`config.mk`:
```
export PLATFORM = sky130hd
export DESIGN_NAME = servo_position_read_transaction_unit_flat
export DESIGN_NICKNAME = d
export VERILOG_FILES = /design/src/rtl/sprt_pkg.sv /design/src/rtl/sprt_if.sv /design/src/rtl/sprt_front.sv /design/src/rtl/sprt_fifo.sv /design/src/rtl/sprt_back.sv /design/src/rtl/servo_position_read_transaction_unit.sv /design/src/flat_wrapper.sv
export SDC_FILE = /design/constraint.sdc
export NUM_CORES = 1
export LEC_CHECK = 0
export ABC_AREA = 1
export BUFFER_PORTS_ARGS = -buffer_cell sky130_fd_sc_hd__buf_2
export CORE_MARGIN = 10
export CORE_UTILIZATION = 52
export CTS_BUF_LIST = sky130_fd_sc_hd__clkbuf_16
export DETAILED_ROUTE_END_ITERATION = 6
export GPL_TIMING_DRIVEN = 0
export PLACE_DENSITY_LB_ADDON = 0.3
export SETUP_SLACK_MARGIN = 0.15
export SYNTH_ARGS = -nofsm -noshare
export SYNTH_HDL_FRONTEND = slang
export SYNTH_SLANG_ARGS = --single-unit
```
`constraint.sdc`:
```
create_clock -name clk -period 9.4 [get_ports clk]
set_clock_uncertainty 0.2 [all_clocks]
set_input_delay 0.47 -clock clk [delete_from_list [all_inputs] [get_ports clk]]
set_output_delay 0.47 -clock clk [all_outputs]
set_load 0.02 [all_outputs]
```
`src/rtl/sprt_pkg.sv`:
```
package sprt_pkg;

  // Number of servos on the bus; valid ids are 1..SERVO_COUNT.
  localparam int SERVO_COUNT = 6;
  localparam int CIDX_W = (SERVO_COUNT > 1) ? $clog2(SERVO_COUNT) : 1;

  localparam int PKT_LEN = 8;
  localparam int BEAT_W = $clog2(PKT_LEN);

  localparam int FIFO_DEPTH = 4;
  localparam int FIFO_AW = $clog2(FIFO_DEPTH);

  // Command codes.
  localparam logic [1:0] CMD_START = 2'd0;
  localparam logic [1:0] CMD_BYTE  = 2'd1;
  localparam logic [1:0] CMD_TICK  = 2'd2;

  // Status codes.
  localparam logic [2:0] ST_OK       = 3'd0;
  localparam logic [2:0] ST_BAD_ID   = 3'd1;
  localparam logic [2:0] ST_TIMEOUT  = 3'd2;
  localparam logic [2:0] ST_HEADER   = 3'd3;
  localparam logic [2:0] ST_ID       = 3'd4;
  localparam logic [2:0] ST_LENGTH   = 3'd5;
  localparam logic [2:0] ST_CHECKSUM = 3'd6;
  localparam logic [2:0] ST_SERVO    = 3'd7;

  // Configuration register indexes.
  localparam logic CFG_POS_REG = 1'b0;
  localparam logic CFG_TIMEOUT = 1'b1;

  // Packet constants.
  localparam logic [7:0] HDR_BYTE  = 8'hFF;
  localparam logic [7:0] READ_INST = 8'h02;
  localparam logic [7:0] POS_BYTES = 8'h02;
  localparam logic [7:0] LEN_FIELD = 8'h04;

  localparam logic [16:0] TICK_MAX = 17'h1FFFF;

  // One unit of work handed from the front end to the back end: either a
  // full read request to serialize, or a single transaction-ending result.
  typedef struct packed {
    logic               is_req;
    logic [7:0]         id;
    logic [7:0]         reg_addr;
    logic [2:0]         status;
    logic signed [15:0] position;
    logic signed [15:0] cached_position;
    logic               cached_valid;
  } job_t;

endpackage

```
`src/rtl/sprt_if.sv`:
```
interface sprt_in_if;
  logic       valid;
  logic       ready;
  logic [1:0] cmd;
  logic [7:0] servo_id;
  logic [7:0] rx_byte;

  modport source (output valid, cmd, servo_id, rx_byte, input ready);
  modport sink (input valid, cmd, servo_id, rx_byte, output ready);
endinterface

interface sprt_out_if;
  logic               valid;
  logic               ready;
  logic               tx_valid;
  logic [7:0]         tx_byte;
  logic               done_res;
  logic [2:0]         status;
  logic signed [15:0] position;
  logic signed [15:0] cached_position;
  logic               cached_valid;
  logic               last;

  modport source (output valid, tx_valid, tx_byte, done_res, status, position,
                  cached_position, cached_valid, last, input ready);
  modport sink (input valid, tx_valid, tx_byte, done_res, status, position,
                cached_position, cached_valid, last, output ready);
endinterface

```
`src/rtl/sprt_front.sv`:
```
module sprt_front import sprt_pkg::*; (
  input  logic      clk,
  input  logic      rst,
  input  logic      cfg_we,
  input  logic      cfg_index,
  input  logic [15:0] cfg_data,
  sprt_in_if.sink   in_ch,
  input  logic      q_full,
  output logic      push,
  output job_t      push_job
);

  logic [7:0]  pos_reg;
  logic [15:0] timeout;

  logic        busy;
  logic [7:0]  cur_id;
  logic [3:0]  rx_count;
  logic [16:0] elapsed;
  logic [7:0]  rx_buf [PKT_LEN];
  logic [15:0] cache [SERVO_COUNT];
  logic [SERVO_COUNT-1:0] cache_vld;

  logic              accept;
  logic [7:0]        id_m1;
  logic [CIDX_W-1:0] cidx;
  logic [15:0]       cache_rd;
  logic              cache_rd_vld;
  logic              last_byte;
  logic [7:0]        sum;
  logic [2:0]        rx_status;
  logic [15:0]       rx_pos;
  logic [16:0]       elapsed_next;
  logic              expired;
  logic              id_ok;

  assign in_ch.ready = !q_full;
  assign accept = in_ch.valid && in_ch.ready;

  assign id_m1 = cur_id - 8'd1;
  assign cidx = id_m1[CIDX_W-1:0];
  assign cache_rd_vld = cache_vld[cidx];
  assign cache_rd = cache_rd_vld ? cache[cidx] : 16'd0;

  assign id_ok = (in_ch.servo_id != 8'd0) && (in_ch.servo_id <= 8'(SERVO_COUNT));

  // The eighth byte arrives as the current input; the first seven are buffered.
  assign last_byte = (rx_count == 4'(PKT_LEN - 1));
  assign sum = rx_buf[2] + rx_buf[3] + rx_buf[4] + rx_buf[5] + rx_buf[6];
  assign rx_pos = {rx_buf[6], rx_buf[5]};

  always_comb begin
    priority if (rx_buf[0] != HDR_BYTE || rx_buf[1] != HDR_BYTE) begin
      rx_status = ST_HEADER;
    end else if (rx_buf[2] != cur_id) begin
      rx_status = ST_ID;
    end else if (rx_buf[3] != LEN_FIELD) begin
      rx_status = ST_LENGTH;
    end else if (in_ch.rx_byte != ~sum) begin
      rx_status = ST_CHECKSUM;
    end else if (rx_buf[4] != 8'd0) begin
      rx_status = ST_SERVO;
    end else begin
      rx_status = ST_OK;
    end
  end

  assign elapsed_next = (elapsed != TICK_MAX) ? elapsed + 17'd1 : elapsed;
  assign expired = elapsed_next > {1'b0, timeout};

  always_comb begin
    push = 1'b0;
    push_job = '0;
    if (accept) begin
      unique case (in_ch.cmd)
        CMD_START: begin
          if (!busy) begin
            push = 1'b1;
            if (id_ok) begin
              push_job.is_req = 1'b1;
              push_job.id = in_ch.servo_id;
              push_job.reg_addr = pos_reg;
            end else begin
              push_job.status = ST_BAD_ID;
            end
          end
        end
        CMD_BYTE: begin
          if (busy && last_byte) begin
            push = 1'b1;
            push_job.status = rx_status;
            if (rx_status == ST_OK) begin
              push_job.position = rx_pos;
              push_job.cached_position = rx_pos;
              push_job.cached_valid = 1'b1;
            end else begin
              push_job.cached_position = cache_rd;
              push_job.cached_valid = cache_rd_vld;
            end
          end
        end
        CMD_TICK: begin
          if (busy && expired) begin
            push = 1'b1;
            push_job.status = ST_TIMEOUT;
            push_job.cached_position = cache_rd;
            push_job.cached_valid = cache_rd_vld;
          end
        end
        default: begin
        end
      endcase
    end
  end

  always_ff @(posedge clk) begin
    if (rst) begin
      pos_reg <= 8'd56;
      timeout <= 16'd3000;
    end else if (cfg_we) begin
      unique case (cfg_index)
        CFG_POS_REG: pos_reg <= cfg_data[7:0];
        CFG_TIMEOUT: timeout <= cfg_data;
        default: begin
        end
      endcase
    end
  end

  always_ff @(posedge clk) begin
    if (rst) begin
      busy <= 1'b0;
      cur_id <= 8'd0;
      rx_count <= 4'd0;
      elapsed <= 17'd0;
      cache_vld <= '0;
    end else if (accept) begin
      unique case (in_ch.cmd)
        CMD_START: begin
          if (!busy && id_ok) begin
            busy <= 1'b1;
            cur_id <= in_ch.servo_id;
            rx_count <= 4'd0;
            elapsed <= 17'd0;
          end
        end
        CMD_BYTE: begin
          if (busy) begin
            if (last_byte) begin
              busy <= 1'b0;
              rx_count <= 4'd0;
              if (rx_status == ST_OK) begin
                cache_vld[cidx] <= 1'b1;
              end
            end else begin
              rx_count <= rx_count + 4'd1;
            end
          end
        end
        CMD_TICK: begin
          if (busy) begin
            elapsed <= elapsed_next;
            if (expired) begin
              busy <= 1'b0;
              rx_count <= 4'd0;
            end
          end
        end
        default: begin
        end
      endcase
    end
  end

  // Payload storage: receive buffer and position cache.
  always_ff @(posedge clk) begin
    if (accept && in_ch.cmd == CMD_BYTE && busy) begin
      rx_buf[rx_count[BEAT_W-1:0]] <= in_ch.rx_byte;
      if (last_byte && rx_status == ST_OK) begin
        cache[cidx] <= rx_pos;
      end
    end
  end

endmodule

```
`src/rtl/sprt_fifo.sv`:
```
module sprt_fifo import sprt_pkg::*; (
  input  logic clk,
  input  logic rst,
  input  logic push,
  input  job_t push_job,
  input  logic pop,
  output logic full,
  output logic empty,
  output job_t head
);

  job_t             mem [FIFO_DEPTH];
  logic [FIFO_AW-1:0] wr_ptr;
  logic [FIFO_AW-1:0] rd_ptr;
  logic [FIFO_AW:0]   count;

  assign full = (count == (FIFO_AW+1)'(FIFO_DEPTH));
  assign empty = (count == '0);
  assign head = mem[rd_ptr];

  always_ff @(posedge clk) begin
    if (rst) begin
      wr_ptr <= '0;
      rd_ptr <= '0;
      count <= '0;
    end else begin
      if (push) begin
        wr_ptr <= wr_ptr + FIFO_AW'(1);
      end
      if (pop) begin
        rd_ptr <= rd_ptr + FIFO_AW'(1);
      end
      unique case ({push, pop})
        2'b10: count <= count + (FIFO_AW+1)'(1);
        2'b01: count <= count - (FIFO_AW+1)'(1);
        default: begin
        end
      endcase
    end
  end

  always_ff @(posedge clk) begin
    if (push) begin
      mem[wr_ptr] <= push_job;
    end
  end

endmodule

```
`src/rtl/sprt_back.sv`:
```
module sprt_back import sprt_pkg::*; (
  input  logic        clk,
  input  logic        rst,
  input  logic        empty,
  input  job_t        head,
  output logic        pop,
  sprt_out_if.source  out_ch
);

  logic [BEAT_W-1:0] beat;
  logic              load;
  logic              last_beat;
  logic [7:0]        chk;
  logic [7:0]        req_byte;

  assign load = !empty && (!out_ch.valid || out_ch.ready);
  assign last_beat = (beat == BEAT_W'(PKT_LEN - 1));
  assign pop = load && (!head.is_req || last_beat);

  assign chk = ~(head.id + LEN_FIELD + READ_INST + head.reg_addr + POS_BYTES);

  always_comb begin
    unique case (beat)
      3'd0, 3'd1: req_byte = HDR_BYTE;
      3'd2: req_byte = head.id;
      3'd3: req_byte = LEN_FIELD;
      3'd4: req_byte = READ_INST;
      3'd5: req_byte = head.reg_addr;
      3'd6: req_byte = POS_BYTES;
      default: req_byte = chk;
    endcase
  end

  always_ff @(posedge clk) begin
    if (rst) begin
      out_ch.valid <= 1'b0;
      beat <= '0;
    end else if (load) begin
      out_ch.valid <= 1'b1;
      if (head.is_req) begin
        beat <= beat + BEAT_W'(1);
      end
    end else if (out_ch.ready) begin
      out_ch.valid <= 1'b0;
    end
  end

  always_ff @(posedge clk) begin
    if (load) begin
      if (head.is_req) begin
        out_ch.tx_valid <= 1'b1;
        out_ch.tx_byte <= req_byte;
        out_ch.done_res <= 1'b0;
        out_ch.status <= ST_OK;
        out_ch.position <= '0;
        out_ch.cached_position <= '0;
        out_ch.cached_valid <= 1'b0;
        out_ch.last <= last_beat;
      end else begin
        out_ch.tx_valid <= 1'b0;
        out_ch.tx_byte <= 8'd0;
        out_ch.done_res <= 1'b1;
        out_ch.status <= head.status;
        out_ch.position <= head.position;
        out_ch.cached_position <= head.cached_position;
        out_ch.cached_valid <= head.cached_valid;
        out_ch.last <= 1'b1;
      end
    end
  end

endmodule

```
`src/rtl/servo_position_read_transaction_unit.sv`:
```
// Servo position read transaction unit.
// The cmd_ch channel takes one command beat per cycle while ready: a start
// read with a servo id, one received bus byte, or one time tick. The res_ch
// channel gives result beats: eight request bytes to transmit after a good
// start, then one done beat with status, position and the cache entry for
// that servo when the eighth reply byte arrives or the tick count passes the
// timeout register. An idle start with a bad id gives one done beat at once;
// other commands that do not end a transaction give no beat. The front end
// decodes each command in the cycle it is accepted and updates the
// transaction state, so commands are taken back to back, one per cycle while
// the queue has room. Work is queued in a four-entry queue; the back end
// turns it into result beats through an output register, one beat per cycle
// unless the receiver stalls. With the queue empty, a command's beat goes
// through the queue, then the output register. When the receiver stalls,
// the output register holds its beat, the queue fills, and cmd_ch.ready
// drops only once the queue is full. Reset (rst, synchronous) clears the
// transaction state, the cache valid flags, the queue and the output valid,
// and loads the configuration registers with their defaults (register
// address 56, timeout 3000 ticks). The user must write the configuration
// port only while no transaction is in flight; the block does not check it.
module servo_position_read_transaction_unit import sprt_pkg::*; (
  input  logic        clk,
  input  logic        rst,
  input  logic        cfg_we,
  input  logic        cfg_index,
  input  logic [15:0] cfg_data,
  sprt_in_if.sink     cmd_ch,
  sprt_out_if.source  res_ch
);

  logic q_push;
  job_t q_push_job;
  logic q_pop;
  logic q_full;
  logic q_empty;
  job_t q_head;

  // Front end: command decode, reply gathering and checking, cache update.
  sprt_front u_front (
    .clk      (clk),
    .rst      (rst),
    .cfg_we   (cfg_we),
    .cfg_index(cfg_index),
    .cfg_data (cfg_data),
    .in_ch    (cmd_ch),
    .q_full   (q_full),
    .push     (q_push),
    .push_job (q_push_job)
  );

  // Queue that lets the front end run ahead while the back end serializes.
  sprt_fifo u_fifo (
    .clk     (clk),
    .rst     (rst),
    .push    (q_push),
    .push_job(q_push_job),
    .pop     (q_pop),
    .full    (q_full),
    .empty   (q_empty),
    .head    (q_head)
  );

  // Back end: request serialization and the output register.
  sprt_back u_back (
    .clk   (clk),
    .rst   (rst),
    .empty (q_empty),
    .head  (q_head),
    .pop   (q_pop),
    .out_ch(res_ch)
  );

endmodule

```
`src/flat_wrapper.sv`:
```
// flat-port wrapper written by rule: the top's interface ports become plain ports
module servo_position_read_transaction_unit_flat import sprt_pkg::*;
  (clk, rst, cfg_we, cfg_index, cfg_data, cmd_ch_valid, cmd_ch_cmd, cmd_ch_servo_id, cmd_ch_rx_byte, cmd_ch_ready, res_ch_valid, res_ch_tx_valid, res_ch_tx_byte, res_ch_done_res, res_ch_status, res_ch_position, res_ch_cached_position, res_ch_cached_valid, res_ch_last, res_ch_ready);
  sprt_in_if cmd_ch_i ();
  sprt_out_if res_ch_i ();
  input  logic clk;
  input  logic rst;
  input  logic cfg_we;
  input  logic cfg_index;
  input  logic [15:0] cfg_data;
  input wire logic [$bits(cmd_ch_i.valid)-1:0] cmd_ch_valid;
  input wire logic [$bits(cmd_ch_i.cmd)-1:0] cmd_ch_cmd;
  input wire logic [$bits(cmd_ch_i.servo_id)-1:0] cmd_ch_servo_id;
  input wire logic [$bits(cmd_ch_i.rx_byte)-1:0] cmd_ch_rx_byte;
  output wire logic [$bits(cmd_ch_i.ready)-1:0] cmd_ch_ready;
  output wire logic [$bits(res_ch_i.valid)-1:0] res_ch_valid;
  output wire logic [$bits(res_ch_i.tx_valid)-1:0] res_ch_tx_valid;
  output wire logic [$bits(res_ch_i.tx_byte)-1:0] res_ch_tx_byte;
  output wire logic [$bits(res_ch_i.done_res)-1:0] res_ch_done_res;
  output wire logic [$bits(res_ch_i.status)-1:0] res_ch_status;
  output wire logic [$bits(res_ch_i.position)-1:0] res_ch_position;
  output wire logic [$bits(res_ch_i.cached_position)-1:0] res_ch_cached_position;
  output wire logic [$bits(res_ch_i.cached_valid)-1:0] res_ch_cached_valid;
  output wire logic [$bits(res_ch_i.last)-1:0] res_ch_last;
  input wire logic [$bits(res_ch_i.ready)-1:0] res_ch_ready;
  assign cmd_ch_i.valid = cmd_ch_valid;
  assign cmd_ch_i.cmd = cmd_ch_cmd;
  assign cmd_ch_i.servo_id = cmd_ch_servo_id;
  assign cmd_ch_i.rx_byte = cmd_ch_rx_byte;
  assign cmd_ch_ready = cmd_ch_i.ready;
  assign res_ch_valid = res_ch_i.valid;
  assign res_ch_tx_valid = res_ch_i.tx_valid;
  assign res_ch_tx_byte = res_ch_i.tx_byte;
  assign res_ch_done_res = res_ch_i.done_res;
  assign res_ch_status = res_ch_i.status;
  assign res_ch_position = res_ch_i.position;
  assign res_ch_cached_position = res_ch_i.cached_position;
  assign res_ch_cached_valid = res_ch_i.cached_valid;
  assign res_ch_last = res_ch_i.last;
  assign res_ch_i.ready = res_ch_ready;
  servo_position_read_transaction_unit u_core (.clk(clk), .rst(rst), .cfg_we(cfg_we), .cfg_index(cfg_index), .cfg_data(cfg_data), .cmd_ch(cmd_ch_i), .res_ch(res_ch_i));
endmodule
```
# ---- Word-level counts from Yosys, hierarchy flattened
# Memory sizes are Yosys's and may differ from the RTL's. A register that Yosys moved wholly into a read port is not among the register bits.
# Cells that the tools add are included.
dict set report totals {
  register_bits 118
  ram_bits 372
  inputBits 40
  word_cells 168
  memories 3
}
dict set report classes {
  n_addsub 16
  n_lt_le_gt_ge 4
  eq_ne 23
  n_mux 59
  n_bitwise 4
  n_reduce_logical 39
}
# memory depth word_bits read_ports rd_clocked_by_memory_dff write_ports line_no
set mem_list {}
lappend mem_list {u_core.u_fifo.mem 4 53 1 1 1 sprt_fifo.sv:12} ;# job_t mem [FIFO_DEPTH];
lappend mem_list {u_core.u_front.cache 6 16 1 0 1 sprt_front.sv:21} ;# logic [15:0] cache [SERVO_COUNT];
lappend mem_list {u_core.u_front.rx_buf 8 8 7 0 1 sprt_front.sv:20} ;# logic [7:0] rx_buf [PKT_LEN];
# operator n
set ops {}
lappend ops {{17-bit 2-to-1 mux} 7}
lappend ops {{17-bit one-hot mux with 2 select lines} 2}
lappend ops {{53-bit 2-to-1 mux} 1}
lappend ops {{16-bit 2-to-1 mux} 3}
lappend ops {{8-bit adder} 5}
lappend ops {{8-bit one-hot mux with 5 select lines} 1}
lappend ops {{36-bit 2-to-1 mux} 1}
lappend ops {{1-bit 2-to-1 mux} 23}
lappend ops {{20-bit 2-to-1 mux} 1}
lappend ops {{4-bit 2-to-1 mux} 5}
lappend ops {{17-bit by 1-bit adder with 17-bit output (second input constant)} 1}
lappend ops {{17-bit by 16-bit greater-than comparator with 1-bit output} 1}
lappend ops {{17-bit != test (second input constant)} 1}
lappend ops {{8-bit by 2-bit adder with 8-bit output (second input constant)} 2}
lappend ops {{8-bit != test} 2}
lappend ops {{8-bit != test (second input constant)} 2}
lappend ops {{8-bit inverter} 2}
lappend ops {{8-bit nonzero test} 2}
lappend ops {{3-bit == test (second input constant)} 5}
lappend ops {{3-bit 2-to-1 mux} 5}
lappend ops {{4-bit one-hot mux with 3 select lines} 1}
lappend ops {{1-bit logical AND} 11}
lappend ops {{3-bit logical NOT} 3}
lappend ops {{3-bit one-hot mux with 3 select lines} 1}
lappend ops {{33 further kinds} 57}

# ---- Longest topological paths before layout
# Gate-level depths: netlist of run 1.
# An unclocked memory read counts as a cell.
dict set report depth {
  word_depth 16
  depth_mapped 34
  ltp_nobuf 34
}

# ---- Hierarchy
# Synthesis of run 1 repeated with hierarchy kept, for this count alone.
dict set report hier_totals {
  hier_cells 2024
  hier_area_um2 22089.9
}
# mod n_inst cells_each area_each_um2 seq_area_each_um2
set modules_own_cells {}
lappend modules_own_cells {sprt_front 1 1182 10976.8 5765.5}
lappend modules_own_cells {sprt_fifo 1 571 8479.4 6546.3}
lappend modules_own_cells {sprt_back 1 271 2633.8 1491.4}

# ---- Worst setup path after synthesis of run 1
# Ideal clock, no wire load.
dict set report synth_timing {
  path_kind {reg2reg}
  startpoint {register u_core.u_front.elapsed[0]}
  endpoint {memory u_core.u_fifo.mem[0][0] in the netlist's numbering (enable)}
  setup_ns 0.464
  t_arrival_ns 5.257
  slack_ns 3.479
  path_stages_with_launch 28
  path_cell_list {dfxtp_1 > ha_1 > nand2_1 > nor2_2 > nand2_1 > nor2_2 > nand3_1 > nor2_1 > nand2_1 > nand2_1 > nor2_1 > nand2_1 > nor2_1 > nand3b_1 > nor2_1 > nor2_1 > inv_1 > ha_1 > nand4_1 > nor2_1 > nand3b_1 > nand3_2 > nand3_4 > nand2_1 > inv_1 > nand2_1 > nand2_1 > nor2_1}
}
dict set report synth_via {
  elab_chain_len 9
  elab_cells_between_ends 10
}
# element line_no
set synth_rtl {}
lappend synth_rtl {{start, declared} sprt_front.sv:19} ;# logic [16:0] elapsed;
lappend synth_rtl {{start signal, assigned} sprt_front.sv:162} ;# elapsed <= elapsed_next;
lappend synth_rtl {{17-bit by 1-bit adder with 17-bit output or 17-bit != test (tied branches)} sprt_front.sv:68} ;# assign elapsed_next = (elapsed != TICK_MAX) ? elapsed + 17'd1 : elapsed;
lappend synth_rtl {{17-bit 2-to-1 mux (*)} sprt_front.sv:68}
lappend synth_rtl {{17-bit by 16-bit greater-than comparator with 1-bit output (*)} sprt_front.sv:69} ;# assign expired = elapsed_next > {1'b0, timeout};
lappend synth_rtl {{1-bit logical AND (*)} sprt_front.sv:103} ;# if (busy && expired) begin
lappend synth_rtl {{1-bit 2-to-1 mux (*)} sprt_front.sv:103}
lappend synth_rtl {{1-bit one-hot mux with 3 select lines (*)} sprt_front.sv:75} ;# unique case (in_ch.cmd)
lappend synth_rtl {{1-bit 2-to-1 mux (*)} sprt_front.sv:74} ;# if (accept) begin
lappend synth_rtl {{1-bit 2-to-1 mux (*)} sprt_fifo.sv:43} ;# if (push) begin
lappend synth_rtl {{1-bit 2-to-1 mux (implied by the code) (*)} sprt_fifo.sv:44} ;# mem[wr_ptr] <= push_job;
lappend synth_rtl {{end, declared} sprt_fifo.sv:12}
# Mark *: on every way between the ends. The rest lies on a longest branch, timed or not.

==> results of run 1 <==
stage by stage:
| step | cell area, um2 | cells | total power, W |
|---|---|---|---|
| after floorplan | 21700 | 2021 | 0.00333 |
| after global placement | 22800 | 2640 | 0.00367 |
| after detailed placement | 23100 | 2654 | 0.00370 |
| after CTS | 24900 | 2759 | 0.00564 |
| after global routing | 24900 | 2760 | 0.00586 |
| final | 24900 | 2760 | 0.00559 |
cell type report:
class / count / area, um2 / area share [%]
Sequential cell: 484 / 13800 / 55.4
Multi-Input combinational cell: 1177 / 6570 / 26.4
Clock buffer: 54 / 1350 / 5.42
Inverter: 287 / 1080 / 4.32
Timing Repair Buffer: 118 / 852 / 3.42
Tap cell: 532 / 666 / 2.67
Buffer: 73 / 309 / 1.24
Clock inverter: 34 / 292 / 1.17
Antenna cell: 1 / 2.50 / 0.0100
timing repair:
action | 4_1_cts | 5_1_grt
hold buffers | 17 | 0
gates resized for setup | 0 | 0
endpoints found under the hold margin | 37 | 0
worst reg2reg max path, cell delays in order, from the launching register on:
cell and delay [ns]:
edfxtp_1 0.57, fa_1 0.57, fa_1 0.54, fa_1 0.51
ha_1 0.25, fa_1 0.51, xor2_1 0.14, nand3_1 0.09
nor2_1 0.11, nand3_1 0.11, nor3_2 0.32, nand3_2 0.17
nor2_4 0.21, nand4_1 0.18, buf_2 0.27, nor3_2 0.68
buf_6 0.25
path summary, 6_finish.rpt:
path / start / to / slack [ns] / cells after the start
worst max-delay path: u_core.u_front.rx_buf[5][1] / u_core.u_front.cache[1][10] / 3.43 / 16
worst min register to register: u_core.u_front.pos_reg[1] / u_core.u_front.pos_reg[1] / 0.26 / 2
worst min-delay path: cmd_ch_rx_byte[3] / u_core.u_front.rx_buf[1][3] / 0.01 / 1
worst max register to register: u_core.u_front.rx_buf[5][1] / u_core.u_front.cache[1][10] / 3.43 / 16
routing by layer:
metal	share of wire (%)	up-vias	GRT usage (%)
met5	0	-	0
met4	2.0	0	5.73
met3	6.2	76	3.31
met2	50	445	32.8
met1	42	7072	24.3
li1	-	7224	-
kinds of logic after synthesis:
| kind of cell | count (synthesis) | synth area share [%] |
|---|---|---|
| AND/OR/NAND/NOR | 706 | 14.1 |
| flip-flops | 484 | 63.9 |
| buffers and inverters | 360 | 6.42 |
| AO/OA/AOI/OAI | 351 | 9.34 |
| adder cells (fa/ha/maj) | 77 | 5.22 |
| XOR/XNOR | 22 | 0.955 |
| other | 1 | 0.0174 |
| multiplexers | 1 | 0.0463 |
Yosys cell counts, drive strengths merged, types with 26 or more instances:
master and n:
dfxtp 73, nor2 242, nand3 33, nand4 26
o22ai 68, ha 55, o21ai 151, a21oi 70
nor3 43, inv 284, nand2 322, clkbuf 60
edfxtp 411
where the power goes:
part / internal, W / switching (W) / total (W)
logic: 0.000344 / 0.000779 / 0.00112
registers: 0.00250 / 0.0000341 / 0.00253
clock network: 0.00112 / 0.000812 / 0.00194
==> run summary, run 1 <==
Starting Density = 52.8%
Final hold vios = 0
Worst Hold Slack = 0.0110 ns
Vias = 14.8k
First-pass GRT wire length = 76600 um
DR pass1 iterations = 5
Sequential-to-total area share from yosys stat = 63.9%
Max FFs per register = 212
DIE HEIGHT = 224 um
Layout cells sized above 1 = 10.6%
Layout Nets = 2307
Post-DP HPWL = 34700 um
CP max FO = 10
Crit path arrival time = 6.06 ns
CP most frequent cell = fa_1
Delay of the slowest critical-path stage = 0.68 ns
RSZ-0062 raised after global routing = no
Num CTS Buffers = 49
Final wirelength = 48700 um
Place WS = 3.43 ns
DR WL/cell = 17.6 um
Layout Area Growth over Synthesis = 15.3%
Setup violations, final = 0
Synth Flop Type = edfxtp_1
Avg Inst Size Synth = 10.8 um2
Max Clk Rate = 168 MHz
Worst vdd ir = 0.000159 V
Core area = 40900 um2
Startpoint Class = flop
I/O Buffers = 87
Die width = 224 um
# rows = 74
Slew @ Worst Pin = 1.22 ns
GR Util All Layers = 19.1%
Setup TNS = 0 ns
Max_cap viols = 0
CP cell instances = fa_1 > fa_1 > fa_1 > ha_1 > fa_1 > xor2_1 > nand3_1 > nor2_1 > nand3_1 > nor3_2 > nand3_2 > nor2_4 > nand4_1 > buf_2 > nor3_2 > buf_6
Post-CTS setup buffers = 0
Most frequent cells in the layout = edfxtp_1, nand2_1, inv_1
Vias in the first global route = 14.5k
I/O pin count = 89
Netlist cell types = 55
Outcome = complete, no violations
Period utilization = 63.5%
Highest-delay cell along the critical path = nor3_2
Clock Latency Late Sink = 0.60 ns
Total grt overflow = 0
Top reg by flops = u_core.u_fifo.mem
FFs w/ async S/R, synth = 0%
Syn Inst Count = 2002
Commonest non-fill, non-tap cell in the layout = edfxtp_1
Clk slew on worst S/H paths = 0.06 ns
CTS Sinks = 484
GP Congestion = 0.885
CTS tree = yes
Fill cells = 3252
Worst slew margin = 17.8%
PwrDens = 224 nW/um2
Synth warn = 0
Antenna violations before repair = 1
Drt via density = 5.37
# DRC = 0
Die ar. = 50100 um2
Post-route minimum period = 5.97 ns
DRT antenna net count = 0
Root buffer cell = clkbuf_16
CP delay by family, top = adder cells
Worst Path Buf+Inv = 2
Seq cells post-synth = 484
Leakage = 10.2 nW
Worst setup margin = 3.43 ns
Mapped Area = 21600 um2
Slew Limit Fails = 0
Post-synth EDFFs = 411
Worst Path Required = 9.49 ns
Post-synth top area share = 57.1%
Crit Path Class = reg2reg
CTS H-tree depth = 2
Largest net degree at the start of global routing = 32
Area leader, netlist = edfxtp_1
Clk buf depth = 3
HP Class = in2reg
Cells taking the most area after synthesis = edfxtp_1, dfxtp_1, nand2_1
Final Util = 60.9%
First DRT Iteration DRCs = 1181
Endpoint class of the critical path = flop
Note: power is estimated with default switching activity, not from simulation.
==> inputs of run 2 (changes only) <==
==> constraint.sdc (replaced) <==
create_clock -name clk -period 4.93 [get_ports clk]
set_clock_uncertainty 0.2 [all_clocks]
set_input_delay 0.2465 -clock clk [delete_from_list [all_inputs] [get_ports clk]]
set_output_delay 0.2465 -clock clk [all_outputs]
set_load 0.02 [all_outputs]
==> run summary, run 2 (synthesized netlist as in run 1, its figures left out) <==
Outcome = complete, but fails checks
Failing checks = setup timing
Slew Limit Fails = 0
Leakage = 10.7 nW
Setup violations, final = 192
Clk slew on worst S/H paths = 0.07 ns
Num CTS Buffers = 49
# rows = 74
Crit path arrival time = 5.18 ns
Most frequent cells in the layout = edfxtp_1, nand2_1, inv_1
PwrDens = 410 nW/um2
Core area = 40900 um2
Final hold vios = 0
Max_cap viols = 0
FF+latch area = 13800 um2
CTS H-tree depth = 2
Largest net degree at the start of global routing = 32
Layout cells sized above 1 = 14.9%
Worst slew margin = 15.9%
Die ar. = 50100 um2
Antenna violations before repair = 1
Multi-input gate area = 6980 um2
Layout Area Growth over Synthesis = 22.1%
First DRT Iteration DRCs = 1558
Commonest non-fill, non-tap cell in the layout = edfxtp_1
CP max FO = 8
Die width = 224 um
Slew @ Worst Pin = 1.26 ns
Drt via density = 5.43
Flop2flop setup slack = -0.15 ns
I/O pin count = 89
Clock Latency Late Sink = 0.59 ns
Total grt overflow = 0
I/O Buffers = 87
Period utilization = 103%
Endpoint class of the critical path = flop
Worst setup margin = -0.150 ns
GP Congestion = 0.884
Top reg by flops = u_core.u_fifo.mem
Fill cells = 2964
CP most frequent cell = inv_1
DR WL/cell = 18.8 um
Post-route minimum period = 5.08 ns
CP delay by family, top = adder cells
CTS Sinks = 484
Final wirelength = 53500 um
Layout Nets = 2388
Vias = 15.4k
Max FFs per register = 212
Max Clk Rate = 197 MHz
Root buffer cell = clkbuf_16
Worst Hold Slack = 0.0431 ns
Worst vdd ir = 0.000250 V
Post-DP HPWL = 34300 um
Clk buf depth = 3
Startpoint Class = flop
HP Class = in2reg
CP cell instances = inv_2 > fa_1 > inv_1 > fa_1 > inv_1 > fa_1 > inv_1 > ha_1 > xnor2_1 > inv_1 > nand2_1 > nand2_1 > nor3_4 > nand3_2 > nor2_4 > nand4_1 > buf_4 > buf_6 > nor3_4 > clkbuf_16
Worst Path Required = 5.03 ns
Starting Density = 52.8%
CTS tree = yes
Delay of the slowest critical-path stage = 0.55 ns
GR Util All Layers = 20.0%
Vias in the first global route = 14.9k
First-pass GRT wire length = 80100 um
Total power = 0.0108 W
RSZ-0062 raised after global routing = yes
DR pass1 iterations = 5
Highest-delay cell along the critical path = fa_1
DIE HEIGHT = 224 um
Crit Path Class = reg2reg
Worst Path Buf+Inv = 8
DRT antenna net count = 0
# DRC = 0
run 2: changes by cell type in the layout (fill, tap and decap cells not counted), moves of 7 or more:
| cell | change |
|---|---|
| buf_4 | +31 |
| buf_6 | +7 |
| nor3_2 | -13 |
| nor2_1 | -32 |
| dlygate4sd3_1 | +22 |
| nor2_4 | +18 |
| nor2_2 | +15 |
| nor3_4 | +19 |
| buf_12 | +15 |
run 2: layer usage:
metal	routed length, um	up-vias	track usage [%]
met5	0	-	0
met4	1350	0	6.95
met3	3680	101	3.35
met2	27100	574	35.3
met1	21300	7380	24.5
li1	-	7382	-
run 2: area by class of cell:
type	count	share of cell area (%)
Inverter	287	4.08
Multi-Input combinational cell	1178	26.5
Tap cell	532	2.52
Clock buffer	51	4.84
Antenna cell	1	0.00949
Sequential cell	484	52.3
Buffer	73	1.34
Clock inverter	40	1.44
Timing Repair Buffer	198	6.97
run 2: worst register-to-register path, delay by kind of cell, from the launching register on:
kind          cells  cell delay, ns
fa+ha+maj         4            1.94
simple gates      7            1.10
buf+inv           8            0.90
flops             1            0.40
xor+xnor          1            0.25
run 2: through the flow:
stage               std cells  setup TNS (ns)  util (%)  instance area, um2  setup WS (ns)
floorplan                2021          -31.73         -               21800         -0.150
global placement         2640         -513.15      55.9               22900          -1.68
CTS                      2814           -7.26      62.9               25700        -0.0851
global route             2844          -64.58      64.5               26400         -0.368
finish                   2844          -15.74      64.5               26400         -0.150
detailed placement       2648         -198.16      56.5               23100          -1.02
run 2: where the power goes:
| group | internal, W | leakage [nW] | switching (W) |
|---|---|---|---|
| Sequential | 0.00477 | 4.41 | 0.0000714 |
| Combinational | 0.000677 | 5.46 | 0.00154 |
| Clock | 0.00220 | 0.836 | 0.00156 |
run 2: worst paths after layout:
kind | from | endpoint | cells after the start
setup / recovery | u_core.u_front.rx_buf[6][6] | u_core.u_front.cache[1][6] | 20
hold reg to reg | u_core.u_front.pos_reg[2] | u_core.u_front.pos_reg[2] | 2
setup reg to reg | u_core.u_front.rx_buf[6][6] | u_core.u_front.cache[1][6] | 20
hold / removal | cmd_ch_cmd[0] | u_core.u_front.busy | 6
run 2: repair_timing:
action	in CTS	in global routing
endpoints found under the hold margin	111	0
gates resized for setup	57	57
cloned	3	7
setup buffers	33	22
pin swaps	16	26
endpoints found under the setup margin	460	417
hold buffers	39	0
